--- src/design/skft_pkg.sv ---
// ----------------------------------------------------------------------------
// skft_pkg
// Types and constants shared by the sorted key / flag table.
// ----------------------------------------------------------------------------
package skft_pkg;

  localparam logic [2:0] OP_SET_LR    = 3'd0;
  localparam logic [2:0] OP_SET_FLAGS = 3'd1;
  localparam logic [2:0] OP_SET_BITS  = 3'd2;
  localparam logic [2:0] OP_CLR_BITS  = 3'd3;
  localparam logic [2:0] OP_OR_ALL    = 3'd4;
  localparam logic [2:0] OP_LOOKUP    = 3'd5;

  typedef struct packed {
    logic [2:0]         op;
    logic [31:0]        key;
    logic signed [31:0] msg_number;
    logic [31:0]        flag_value;
  } req_t;

  typedef struct packed {
    logic               found;
    logic signed [31:0] last_read;
    logic [31:0]        flags_out;
    logic               table_full;
  } rsp_t;

  // One table entry as stored in the memory.
  typedef struct packed {
    logic [31:0]        key;
    logic signed [31:0] last_read;
    logic [31:0]        flags;
  } entry_t;

  localparam rsp_t MISS_RSP = '{found: 1'b0, last_read: '1, flags_out: '1, table_full: 1'b0};

endpackage

--- src/design/skft_ram.sv ---
// ----------------------------------------------------------------------------
// skft_ram
// Entry memory: one write port, one read port, registered read data.
// ----------------------------------------------------------------------------
module skft_ram
  import skft_pkg::*;
#(
  parameter int unsigned DEPTH = 16,
  localparam int unsigned AW = (DEPTH > 1) ? $clog2(DEPTH) : 1
) (
  input  logic          clk_i,
  input  logic          we_i,
  input  logic [AW-1:0] waddr_i,
  input  entry_t        wdata_i,
  input  logic          re_i,
  input  logic [AW-1:0] raddr_i,
  output entry_t        rdata_o
);

  entry_t mem [DEPTH];
  entry_t rdata_q;

  always_ff @(posedge clk_i) begin
    if (we_i) begin
      mem[waddr_i] <= wdata_i;
    end
    if (re_i) begin
      rdata_q <= mem[raddr_i];
    end
  end

  assign rdata_o = rdata_q;

endmodule

--- src/design/skft_seq.sv ---
// ----------------------------------------------------------------------------
// skft_seq
// Sequencer: scans the sorted entries, updates in place, shifts on insert
// and sweeps the table for the OR-into-all operation.
// ----------------------------------------------------------------------------
module skft_seq
  import skft_pkg::*;
#(
  parameter int unsigned DEPTH = 16,
  localparam int unsigned AW = (DEPTH > 1) ? $clog2(DEPTH) : 1,
  localparam int unsigned CW = $clog2(DEPTH + 1)
) (
  input  logic          clk_i,
  input  logic          rst_ni,
  input  logic          start_i,
  input  req_t          req_i,
  input  logic [31:0]   default_flags_i,
  output logic          busy_o,
  output logic          done_o,
  output rsp_t          rsp_o,
  output logic          we_o,
  output logic [AW-1:0] waddr_o,
  output entry_t        wdata_o,
  output logic          re_o,
  output logic [AW-1:0] raddr_o,
  input  entry_t        rdata_i
);

  typedef enum logic [1:0] {
    ST_IDLE,
    ST_SCAN,
    ST_SHIFT,
    ST_ORALL
  } state_e;

  state_e        state_q, state_d;
  logic [CW-1:0] cnt_q, cnt_d;
  logic          done_q, done_d;
  logic          iss_q, iss_d;
  logic          pend_q, pend_d;
  logic [AW-1:0] idx_q, idx_d;
  logic [AW-1:0] pidx_q, pidx_d;
  logic [AW-1:0] pos_q, pos_d;
  req_t          req_q, req_d;
  entry_t        new_q, new_d;
  rsp_t          rsp_q, rsp_d;

  logic          res;
  logic          hit;
  logic [CW-1:0] rpos;
  entry_t        upd;
  entry_t        ins;

  // Entry after an update of a present key.
  always_comb begin
    upd = rdata_i;
    case (req_q.op)
      OP_SET_LR:    upd.last_read = req_q.msg_number;
      OP_SET_FLAGS: upd.flags = req_q.flag_value;
      OP_SET_BITS:  upd.flags = rdata_i.flags | req_q.flag_value;
      OP_CLR_BITS:  upd.flags = rdata_i.flags & ~req_q.flag_value;
      default:      upd = rdata_i;
    endcase
  end

  // Entry for a key that is not yet present.
  always_comb begin
    ins.key       = req_q.key;
    ins.last_read = '1;
    ins.flags     = default_flags_i;
    case (req_q.op)
      OP_SET_LR:    ins.last_read = req_q.msg_number;
      OP_SET_FLAGS: ins.flags = req_q.flag_value;
      OP_SET_BITS:  ins.flags = default_flags_i | req_q.flag_value;
      OP_CLR_BITS:  ins.flags = default_flags_i & ~req_q.flag_value;
      default:      ins.flags = default_flags_i;
    endcase
  end

  always_comb begin
    state_d = state_q;
    cnt_d   = cnt_q;
    done_d  = 1'b0;
    iss_d   = iss_q;
    pend_d  = pend_q;
    idx_d   = idx_q;
    pidx_d  = pidx_q;
    pos_d   = pos_q;
    req_d   = req_q;
    new_d   = new_q;
    rsp_d   = rsp_q;
    we_o    = 1'b0;
    waddr_o = pidx_q;
    wdata_o = rdata_i;
    re_o    = 1'b0;
    raddr_o = idx_q;
    res     = 1'b0;
    hit     = 1'b0;
    rpos    = cnt_q;

    case (state_q)
      ST_IDLE: begin
        if (start_i) begin
          req_d  = req_i;
          idx_d  = '0;
          pend_d = 1'b0;
          iss_d  = (cnt_q != '0);
          if (req_i.op == OP_OR_ALL) begin
            state_d = ST_ORALL;
          end else if (req_i.op > OP_LOOKUP) begin
            rsp_d  = MISS_RSP;
            done_d = 1'b1;
          end else begin
            state_d = ST_SCAN;
          end
        end
      end

      ST_SCAN: begin
        if (iss_q) begin
          re_o   = 1'b1;
          pend_d = 1'b1;
          pidx_d = idx_q;
          if (CW'(idx_q) == (cnt_q - 1'b1)) begin
            iss_d = 1'b0;
          end else begin
            idx_d = idx_q + 1'b1;
          end
        end else begin
          pend_d = 1'b0;
        end

        if (pend_q && (rdata_i.key >= req_q.key)) begin
          res  = 1'b1;
          hit  = (rdata_i.key == req_q.key);
          rpos = CW'(pidx_q);
        end else if (!iss_q && !pend_q) begin
          res = 1'b1;
        end

        if (res) begin
          re_o   = 1'b0;
          iss_d  = 1'b0;
          pend_d = 1'b0;
          if (hit) begin
            if (req_q.op != OP_LOOKUP) begin
              we_o    = 1'b1;
              waddr_o = pidx_q;
              wdata_o = upd;
            end
            rsp_d   = '{found: 1'b1, last_read: upd.last_read, flags_out: upd.flags,
                        table_full: 1'b0};
            done_d  = 1'b1;
            state_d = ST_IDLE;
          end else if (req_q.op == OP_LOOKUP) begin
            rsp_d   = MISS_RSP;
            done_d  = 1'b1;
            state_d = ST_IDLE;
          end else if (cnt_q == CW'(DEPTH)) begin
            rsp_d            = MISS_RSP;
            rsp_d.table_full = 1'b1;
            done_d           = 1'b1;
            state_d          = ST_IDLE;
          end else if (rpos == cnt_q) begin
            // append at the end, nothing to move
            we_o    = 1'b1;
            waddr_o = AW'(cnt_q);
            wdata_o = ins;
            cnt_d   = cnt_q + 1'b1;
            rsp_d   = '{found: 1'b0, last_read: ins.last_read, flags_out: ins.flags,
                        table_full: 1'b0};
            done_d  = 1'b1;
            state_d = ST_IDLE;
          end else begin
            new_d   = ins;
            pos_d   = AW'(rpos);
            idx_d   = AW'(cnt_q - 1'b1);
            iss_d   = 1'b1;
            state_d = ST_SHIFT;
          end
        end
      end

      ST_SHIFT: begin
        // move entries up by one, from the top down to the insert position
        if (pend_q) begin
          we_o    = 1'b1;
          waddr_o = pidx_q + 1'b1;
          wdata_o = rdata_i;
        end
        if (iss_q) begin
          re_o   = 1'b1;
          pend_d = 1'b1;
          pidx_d = idx_q;
          if (idx_q == pos_q) begin
            iss_d = 1'b0;
          end else begin
            idx_d = idx_q - 1'b1;
          end
        end else begin
          pend_d = 1'b0;
        end
        if (!iss_q && !pend_q) begin
          we_o    = 1'b1;
          waddr_o = pos_q;
          wdata_o = new_q;
          cnt_d   = cnt_q + 1'b1;
          rsp_d   = '{found: 1'b0, last_read: new_q.last_read, flags_out: new_q.flags,
                      table_full: 1'b0};
          done_d  = 1'b1;
          state_d = ST_IDLE;
        end
      end

      ST_ORALL: begin
        if (pend_q) begin
          we_o          = 1'b1;
          waddr_o       = pidx_q;
          wdata_o       = rdata_i;
          wdata_o.flags = rdata_i.flags | req_q.flag_value;
        end
        if (iss_q) begin
          re_o   = 1'b1;
          pend_d = 1'b1;
          pidx_d = idx_q;
          if (CW'(idx_q) == (cnt_q - 1'b1)) begin
            iss_d = 1'b0;
          end else begin
            idx_d = idx_q + 1'b1;
          end
        end else begin
          pend_d = 1'b0;
        end
        if (!iss_q && !pend_q) begin
          rsp_d   = MISS_RSP;
          done_d  = 1'b1;
          state_d = ST_IDLE;
        end
      end

      default: begin
        state_d = ST_IDLE;
      end
    endcase
  end

  always_ff @(posedge clk_i or negedge rst_ni) begin
    if (!rst_ni) begin
      state_q <= ST_IDLE;
      cnt_q   <= '0;
      done_q  <= 1'b0;
      iss_q   <= 1'b0;
      pend_q  <= 1'b0;
    end else begin
      state_q <= state_d;
      cnt_q   <= cnt_d;
      done_q  <= done_d;
      iss_q   <= iss_d;
      pend_q  <= pend_d;
    end
  end

  always_ff @(posedge clk_i) begin
    idx_q  <= idx_d;
    pidx_q <= pidx_d;
    pos_q  <= pos_d;
    req_q  <= req_d;
    new_q  <= new_d;
    rsp_q  <= rsp_d;
  end

  assign busy_o = (state_q != ST_IDLE);
  assign done_o = done_q;
  assign rsp_o  = rsp_q;

endmodule

--- src/design/sorted_key_flag_table_core.sv ---
// ----------------------------------------------------------------------------
// sorted_key_flag_table_core
// Sorted key table holding a last-read number and a flag word per key.
// ----------------------------------------------------------------------------
// An operation is taken when start is high and busy is low; its single result
// appears on rsp_o with done_o high for exactly one cycle and cannot be held
// off, so capture it on that cycle. Entries live in one memory with a
// registered read; the linear scan reads one entry per cycle. A hit or a miss
// ends the scan at the first entry whose key is not below the requested key,
// or past the end; an insert then shifts the higher entries up by one, and
// an OR into all entries reads and rewrites every entry; on an empty table a
// scan or a sweep reads nothing. The table needs no clearing pass after reset.
// default_flags is written through the cfg channel, which is always ready;
// write it only while busy is low.
module sorted_key_flag_table_core
  import skft_pkg::*;
#(
  parameter int unsigned TABLE_DEPTH = 16,
  localparam int unsigned AW = (TABLE_DEPTH > 1) ? $clog2(TABLE_DEPTH) : 1
) (
  input  logic        clk_i,
  input  logic        rst_ni,
  input  logic        start,
  output logic        busy,
  input  req_t        req_i,
  output logic        done_o,
  output rsp_t        rsp_o,
  input  logic        cfg_valid_i,
  output logic        cfg_ready_o,
  input  logic [31:0] cfg_data_i
);

  logic [31:0]   default_flags_q;
  logic          we;
  logic [AW-1:0] waddr;
  entry_t        wdata;
  logic          re;
  logic [AW-1:0] raddr;
  entry_t        rdata;

  assign cfg_ready_o = 1'b1;

  always_ff @(posedge clk_i or negedge rst_ni) begin
    if (!rst_ni) begin
      default_flags_q <= '0;
    end else if (cfg_valid_i) begin
      default_flags_q <= cfg_data_i;
    end
  end

  skft_seq #(
    .DEPTH(TABLE_DEPTH)
  ) u_seq (
    .clk_i          (clk_i),
    .rst_ni         (rst_ni),
    .start_i        (start),
    .req_i          (req_i),
    .default_flags_i(default_flags_q),
    .busy_o         (busy),
    .done_o         (done_o),
    .rsp_o          (rsp_o),
    .we_o           (we),
    .waddr_o        (waddr),
    .wdata_o        (wdata),
    .re_o           (re),
    .raddr_o        (raddr),
    .rdata_i        (rdata)
  );

  skft_ram #(
    .DEPTH(TABLE_DEPTH)
  ) u_ram (
    .clk_i  (clk_i),
    .we_i   (we),
    .waddr_i(waddr),
    .wdata_i(wdata),
    .re_i   (re),
    .raddr_i(raddr),
    .rdata_o(rdata)
  );

endmodule
--- config.mk ---
export PLATFORM = sky130hd
export DESIGN_NAME = sorted_key_flag_table_core
export DESIGN_NICKNAME = d
export VERILOG_FILES = /design/src/design/skft_pkg.sv /design/src/design/skft_ram.sv /design/src/design/skft_seq.sv /design/src/design/sorted_key_flag_table_core.sv
export SDC_FILE = /design/constraint.sdc
export NUM_CORES = 2
export LEC_CHECK = 0
export CORE_MARGIN = 2
export CORE_UTILIZATION = 58
export CTS_BUF_LIST = sky130_fd_sc_hd__clkbuf_4 sky130_fd_sc_hd__clkbuf_8
export DETAILED_ROUTE_END_ITERATION = 10
export DONT_BUFFER_PORTS = 1
export GPL_TIMING_DRIVEN = 1
export PLACE_DENSITY = 0.74
export SKIP_CTS_REPAIR_TIMING = 1
export SYNTH_ARGS = -nofsm -noshare
export SYNTH_HDL_FRONTEND = slang
export SYNTH_SLANG_ARGS = --single-unit
--- constraint.sdc ---
create_clock -name clk_i -period 36.6 [get_ports clk_i]
set_input_delay 1.83 -clock clk_i [delete_from_list [all_inputs] [get_ports clk_i]]
set_output_delay 1.83 -clock clk_i [all_outputs]
set_load 0.005 [all_outputs]
Word-level counts from Yosys, hierarchy flattened
Memories as Yosys holds them, arrays and structs flattened. A register that Yosys moved wholly into a read port is not among the register bits.
Cells that the tools add are included.
{"block": "totals", "reg_bits": 315, "ram_bits": 1536, "inputBits": 135, "out_inout_bits": 69, "word_cells": 186, "memories": 1}
{"block": "op_classes", "n_addsub": 5, "n_lt_le_gt_ge": 2, "eq_ne": 29, "mux": 102, "n_bitwise": 9, "reduce_logical": 18}
{"memory": "u_ram.mem", "words": 16, "width": 96, "rd": 1, "rd_clocked_by_memory_dff": 1, "write_ports": 1, "line_no": "skft_ram.sv:20", "source": "entry_t mem [DEPTH];"}
{"op": "66-bit two-way mux", "count": 10}
{"op": "96-bit two-way mux", "count": 6}
{"op": "96-bit case mux with 3 select lines", "count": 1}
{"op": "66-bit case mux with 4 select lines", "count": 1}
{"op": "32-bit case mux with 3 select lines", "count": 2}
{"op": "32-bit two-way mux", "count": 3}
{"op": "4-bit two-way mux", "count": 17}
{"op": "32-bit bitwise AND", "count": 2}
{"op": "64-bit two-way mux", "count": 1}
{"op": "32-bit bitwise OR", "count": 2}
{"op": "5-bit two-way mux", "count": 8}
{"op": "1-bit two-way mux", "count": 35}
{"op": "32-bit equality test", "count": 1}
{"op": "32-bit greater-or-equal comparator", "count": 1}
{"op": "32-bit NOT", "count": 1}
{"op": "2-bit two-way mux", "count": 9}
{"op": "4-bit case mux with 4 select lines", "count": 1}
{"op": "2-bit by 1-bit != test with 1-bit output, second input constant", "count": 7}
{"op": "7-bit AND reduction", "count": 2}
{"op": "2-bit != test, second input constant", "count": 6}
{"op": "5-bit case mux with 2 select lines", "count": 1}
{"op": "1-bit case mux with 3 select lines", "count": 3}
{"op": "4-bit by 1-bit adder with 4-bit output, second input constant", "count": 2}
{"op": "4-bit case mux with 2 select lines", "count": 1}
{"op": "other kinds (32)", "count": 42}

Depth between registers and ports, before layout
{"block": "logic_depth", "ltp_word": 13, "ltp_mapped": 13, "ltp_nobuf": 10}

Modules after synthesis
Synthesis repeated with hierarchy kept, for this count alone.
{"block": "unflattened", "hier_cells": 4252, "hier_area_um2": 78987.0}
{"module": "skft_ram", "n_inst": 1, "cells_each": 2460, "area_each_um2": 60316.6, "seq_area_each_um2": 49007.0}
{"module": "skft_seq", "n_inst": 1, "cells_each": 1722, "area_each_um2": 17314.1, "seq_area_each_um2": 8448.1}
{"module": "sorted_key_flag_table_core", "n_inst": 1, "cells_each": 70, "area_each_um2": 1356.3, "seq_area_each_um2": 800.8}

Least setup slack after synthesis
Ideal clock, no wire load.
{"block": "synth_path", "path_kind": "flip-flop to flip-flop", "start": "register u_ram.rdata_o[78] (netlist name)", "end": "memory u_ram.mem[11][0] in the netlist's numbering, enable pin", "setup_time_ns": 0.820, "t_arrival_ns": 12.318, "t_required_ns": 35.780, "slack_ns": 23.463, "stages_incl_launch_ff": 11, "n_path_buf": 1, "synth_period_minus_slack_ns": 13.137, "cell_sequence": "edfxtp_1 ha_1 nand4_4 nor2_1 a221o_1 o31a_2 nor2_1 nor2_1 a221o_1 buf_2 nor4b_1"}
{"block": "synth_via", "elab_chain_cells": 13, "elab_cells_between_ends": 24, "classes_between": "1 x order compare; 2 x eq/ne; 20 x mux; 1 x reduce/logical"}
{"element": "32-bit greater-or-equal comparator", "line_no": "skft_seq.sv:133", "source": "if (pend_q && (rdata_i.key >= req_q.key)) begin"}
{"element": "1-bit logical AND", "line_no": "skft_seq.sv:133"}
{"element": "5-bit two-way mux", "line_no": "skft_seq.sv:133"}
{"element": "5-bit two-way mux", "line_no": "skft_seq.sv:101", "source": "case (state_q)"}
{"element": "5-bit equality test", "line_no": "skft_seq.sv:164", "source": "end else if (rpos == cnt_q) begin"}
{"element": "1-bit two-way mux", "line_no": "skft_seq.sv:164"}
{"element": "1-bit two-way mux", "line_no": "skft_seq.sv:159", "source": "end else if (cnt_q == CW'(DEPTH)) begin"}
{"element": "1-bit two-way mux", "line_no": "skft_seq.sv:155", "source": "end else if (req_q.op == OP_LOOKUP) begin"}
{"element": "1-bit two-way mux", "line_no": "skft_seq.sv:145", "source": "if (hit) begin"}
{"element": "1-bit two-way mux", "line_no": "skft_seq.sv:141", "source": "if (res) begin"}
{"element": "1-bit case mux with 3 select lines", "line_no": "skft_seq.sv:101"}
{"element": "1-bit two-way mux", "line_no": "skft_ram.sv:24", "source": "if (we_i) begin"}
{"element": "1-bit two-way mux (implied by the code)", "line_no": "skft_ram.sv:25", "source": "mem[waddr_i] <= wdata_i;"}
{"element": "end: declaration", "line_no": "skft_ram.sv:20"}
Parallel ways exist; a longest one is shown, timed or not. The select of a mux whose other input is x is not followed.

==> run metrics <==
mapped cell area=0.0791 mm2; Synth cell types=86; Synth Register Bits=1947; status=complete, no violations; worst path cell trace=ha_1 > nand4_1 > nor2_1 > nand4_2 > buf_4 > nand2_2 > buf_4 > and3b_2 > o211a_1 > a221oi_1 > a21oi_1; Max Cap Viol=0; starting DRC count in detailed routing=6514; Residual DRC=0; WHS Path Cells=0; met2 Use GR=0.422; critical path arrival=6.59 ns; Max transition margin=0.0942; Die H=373 um; core area=0.135 mm2; Static Leak=27.7 nW; Layout area overhead=10.5%; H-tree depth=5; Root Driver=clkbuf_8; Worst-Margin Slew=1.36 ns; via/cell ratio=6.89; layer carrying the most global-route usage=met2; CP max stage delay=1.06 ns; most common cell in the netlist=edfxtp_1; largest fanout on the critical path=35; Setup TNS Final=0 ns; IO buf count=0; critical path's slowest cell=o211a_1; GP Congestion=0.839; Nets=4368; layout cells sized above 1=0.266; main combinational cell family by area after synthesis=multiplexers; met3 Usage GRT=0.0776; clock buffer depth=4; Worst Hold Class=flip-flop to flip-flop; CP Class=flip-flop to flip-flop; Final Hold Violating Endpoints=0; Slew Limit Fails=0; Hold Path Sink=u_seq.new_q[68]; Worst R2R End=u_ram.mem[9][36]; RSZ-0062 raised after global routing=no; type of origin of the critical path=flip-flop; Commonest cells post-synth=edfxtp_1, mux4_2, clkbuf_1; remaining global-route overflow=0; first-pass GRT wire length=285 mm; Post-Synth XOR/XNOR Area=0.00277; DR pass1 iterations=8; # IOs=204; fin worst setup slack=30.65 ns; global-route met1 utilization=0.401; RR Startpoint=u_ram.rdata_o[71]; Hold Path Origin=u_seq.ins[68]; most common flop cell mapped by yosys=edfxtp_1; Total GRT Usage=0.280; proportion of netlist area held by the largest area contributor=0.723; Rows=135; reg-to-reg slack, setup=30.65 ns; Post-DP HPWL=102 mm; Sink Count=1947; yosys warns=0; initial antenna violation count=22; Clock transition at path regs=0.06 ns; Synth Area in Compound Gates=0.0616; Period Utilization, post-route=0.163; ANT nets after route=0; CP required=37.24 ns; cell taking the most area after synthesis=edfxtp_1; Vias=42800; Routed wire per std cell=31.3 um; vias in the first global route=42600; area of the die=0.139 mm2; final WL=195 mm; Synth async-reset ratio=0.0216; setup slack at placement=30.82 ns; mean post-synth cell area=19.7 um2; CTS tree=yes; final core occ=0.645; Mapped Cells=4021; post-synthesis adder-cell area fraction=0.00648; die width=373 um; top cells by area, synth=edfxtp_1, mux4_2, o221ai_1; post-synthesis sequential area ratio=0.736; post-synthesis simple-gate area fraction=0.0296; Crit path top cell by count=buf_4; Max Freq=168 MHz; Worst setup EP type=flip-flop; clk_skew=0.105 ns; worst vdd ir=0.0972 mV; clock buffer count from CTS=321; Mapped Nets=4197; Final setup viols=0; min Tclk post-route=5.95 ns; Power Dens Cells=85.6 mW/mm2; largest net degree at the start of global routing=149; Worst Reg2Reg Path Length in Cells=11; worst-skew pair later-pin latency=1.04 ns; post-synthesis mux area share=0.146; Starting Density=0.584; number of enable flip-flop cells after synthesis=1905
## metal layers
| metal | wire (um) | vias to the layer above |
|---|---|---|
| met3 | 23400 | 479 |
| met2 | 91100 | 3011 |
| met1 | 74600 | 22000 |
| met4 | 5510 | 10 |
| li1 | - | 17300 |
| met5 | 64 | - |
## placed cells by master, fill, tap and decap left out, types with 38 or more instances in the layout
master | synthesis | routed
clkbuf_4 | 0 | 108
a211oi_1 | 145 | 144
nand3_1 | 94 | 93
clkinv_1 | 1 | 78
dfrtp_1 | 42 | 41
inv_1 | 74 | 74
ha_1 | 41 | 38
nand2_1 | 88 | 88
mux4_2 | 480 | 480
buf_4 | 3 | 104
o21ai_0 | 59 | 57
nor2_1 | 154 | 149
edfxtp_1 | 1905 | 1905
clkbuf_8 | 0 | 330
a21oi_1 | 139 | 139
o221ai_1 | 129 | 129
## worst max-delay path: cells and delay by family, from the launching register on
kind,cells,cell delay [ns]
AO/OA/AOI/OAI,3,2.19
adder cells (fa/ha/maj),1,0.34
buffers and inverters,2,0.85
flip-flops,1,0.40
AND/OR/NAND/NOR,5,1.66
## stage by stage
step	std cells	power (mW)	hold WS, ns	instance area (um2)
after floorplan	4021	4.95	0.424	79100
after global placement	5650	5.62	0.455	81400
after detailed placement	5650	5.69	0.468	81400
after CTS	6205	7.49	0.436	87400
after global routing	6209	7.78	0.458	87400
final	6216	7.49	0.430	87400
## sequential cells by signal, summed over array words and instances (netlist names), 5 cells and up
| register | cells |
|---|---|
| u_seq.cnt_q | 5 |
| u_ram.rdata_o | 96 |
| default_flags_q | 32 |
| u_ram.mem | 1536 |
| u_seq.rsp_o | 66 |
| u_seq.ins | 32 |
| u_seq.req_q | 67 |
| u_seq.new_q | 96 |
## cell families (layout without fill, tap and decap cells)
| kind of cell | after synthesis | after routing |
|---|---|---|
| flip-flops | 1947 | 1947 |
| AO/OA/AOI/OAI | 656 | 656 |
| multiplexers | 551 | 551 |
| AND/OR/NAND/NOR | 463 | 463 |
| buffers and inverters | 337 | 740 |
| adder cells (fa/ha/maj) | 41 | 41 |
| XOR/XNOR | 25 | 25 |
| other | 1 | 12 |
## area by class of cell
type / count / area (um2)
Inverter: 77 / 289
Clock inverter: 117 / 656
Multi-Input combinational cell: 1737 / 19800
Antenna cell: 11 / 27.5
Clock buffer: 438 / 5350
Tap cell: 1781 / 2230
Sequential cell: 1947 / 58300
Timing Repair Buffer: 108 / 861
Fill cell: 8864 / 48000
## worst max-delay path by stage
stage	endpoint	slack, ns	start	depth (start not counted)
5_1_grt	u_ram.mem[7][36]	30.42	u_seq.ins[89]	12
3_5_place_dp	u_ram.mem[7][87]	30.82	u_ram.rdata_o[74]	11
4_1_cts	u_ram.mem[7][7]	30.74	u_seq.ins[78]	12
2_1_floorplan	u_ram.mem[11][0]	23.46	u_ram.rdata_o[78]	10
6_report	u_ram.mem[9][36]	30.65	u_ram.rdata_o[71]	11
3_3_place_gp	u_ram.mem[7][87]	30.94	u_seq.ins[74]	12
## report_power, final
part / switching, mW / total (mW) / internal (mW)
combinational: 1.49 / 2.27 / 0.773
sequential: 0.134 / 3.41 / 3.27
clock: 0.828 / 1.81 / 0.985
(Power assumes the default switching activity.)
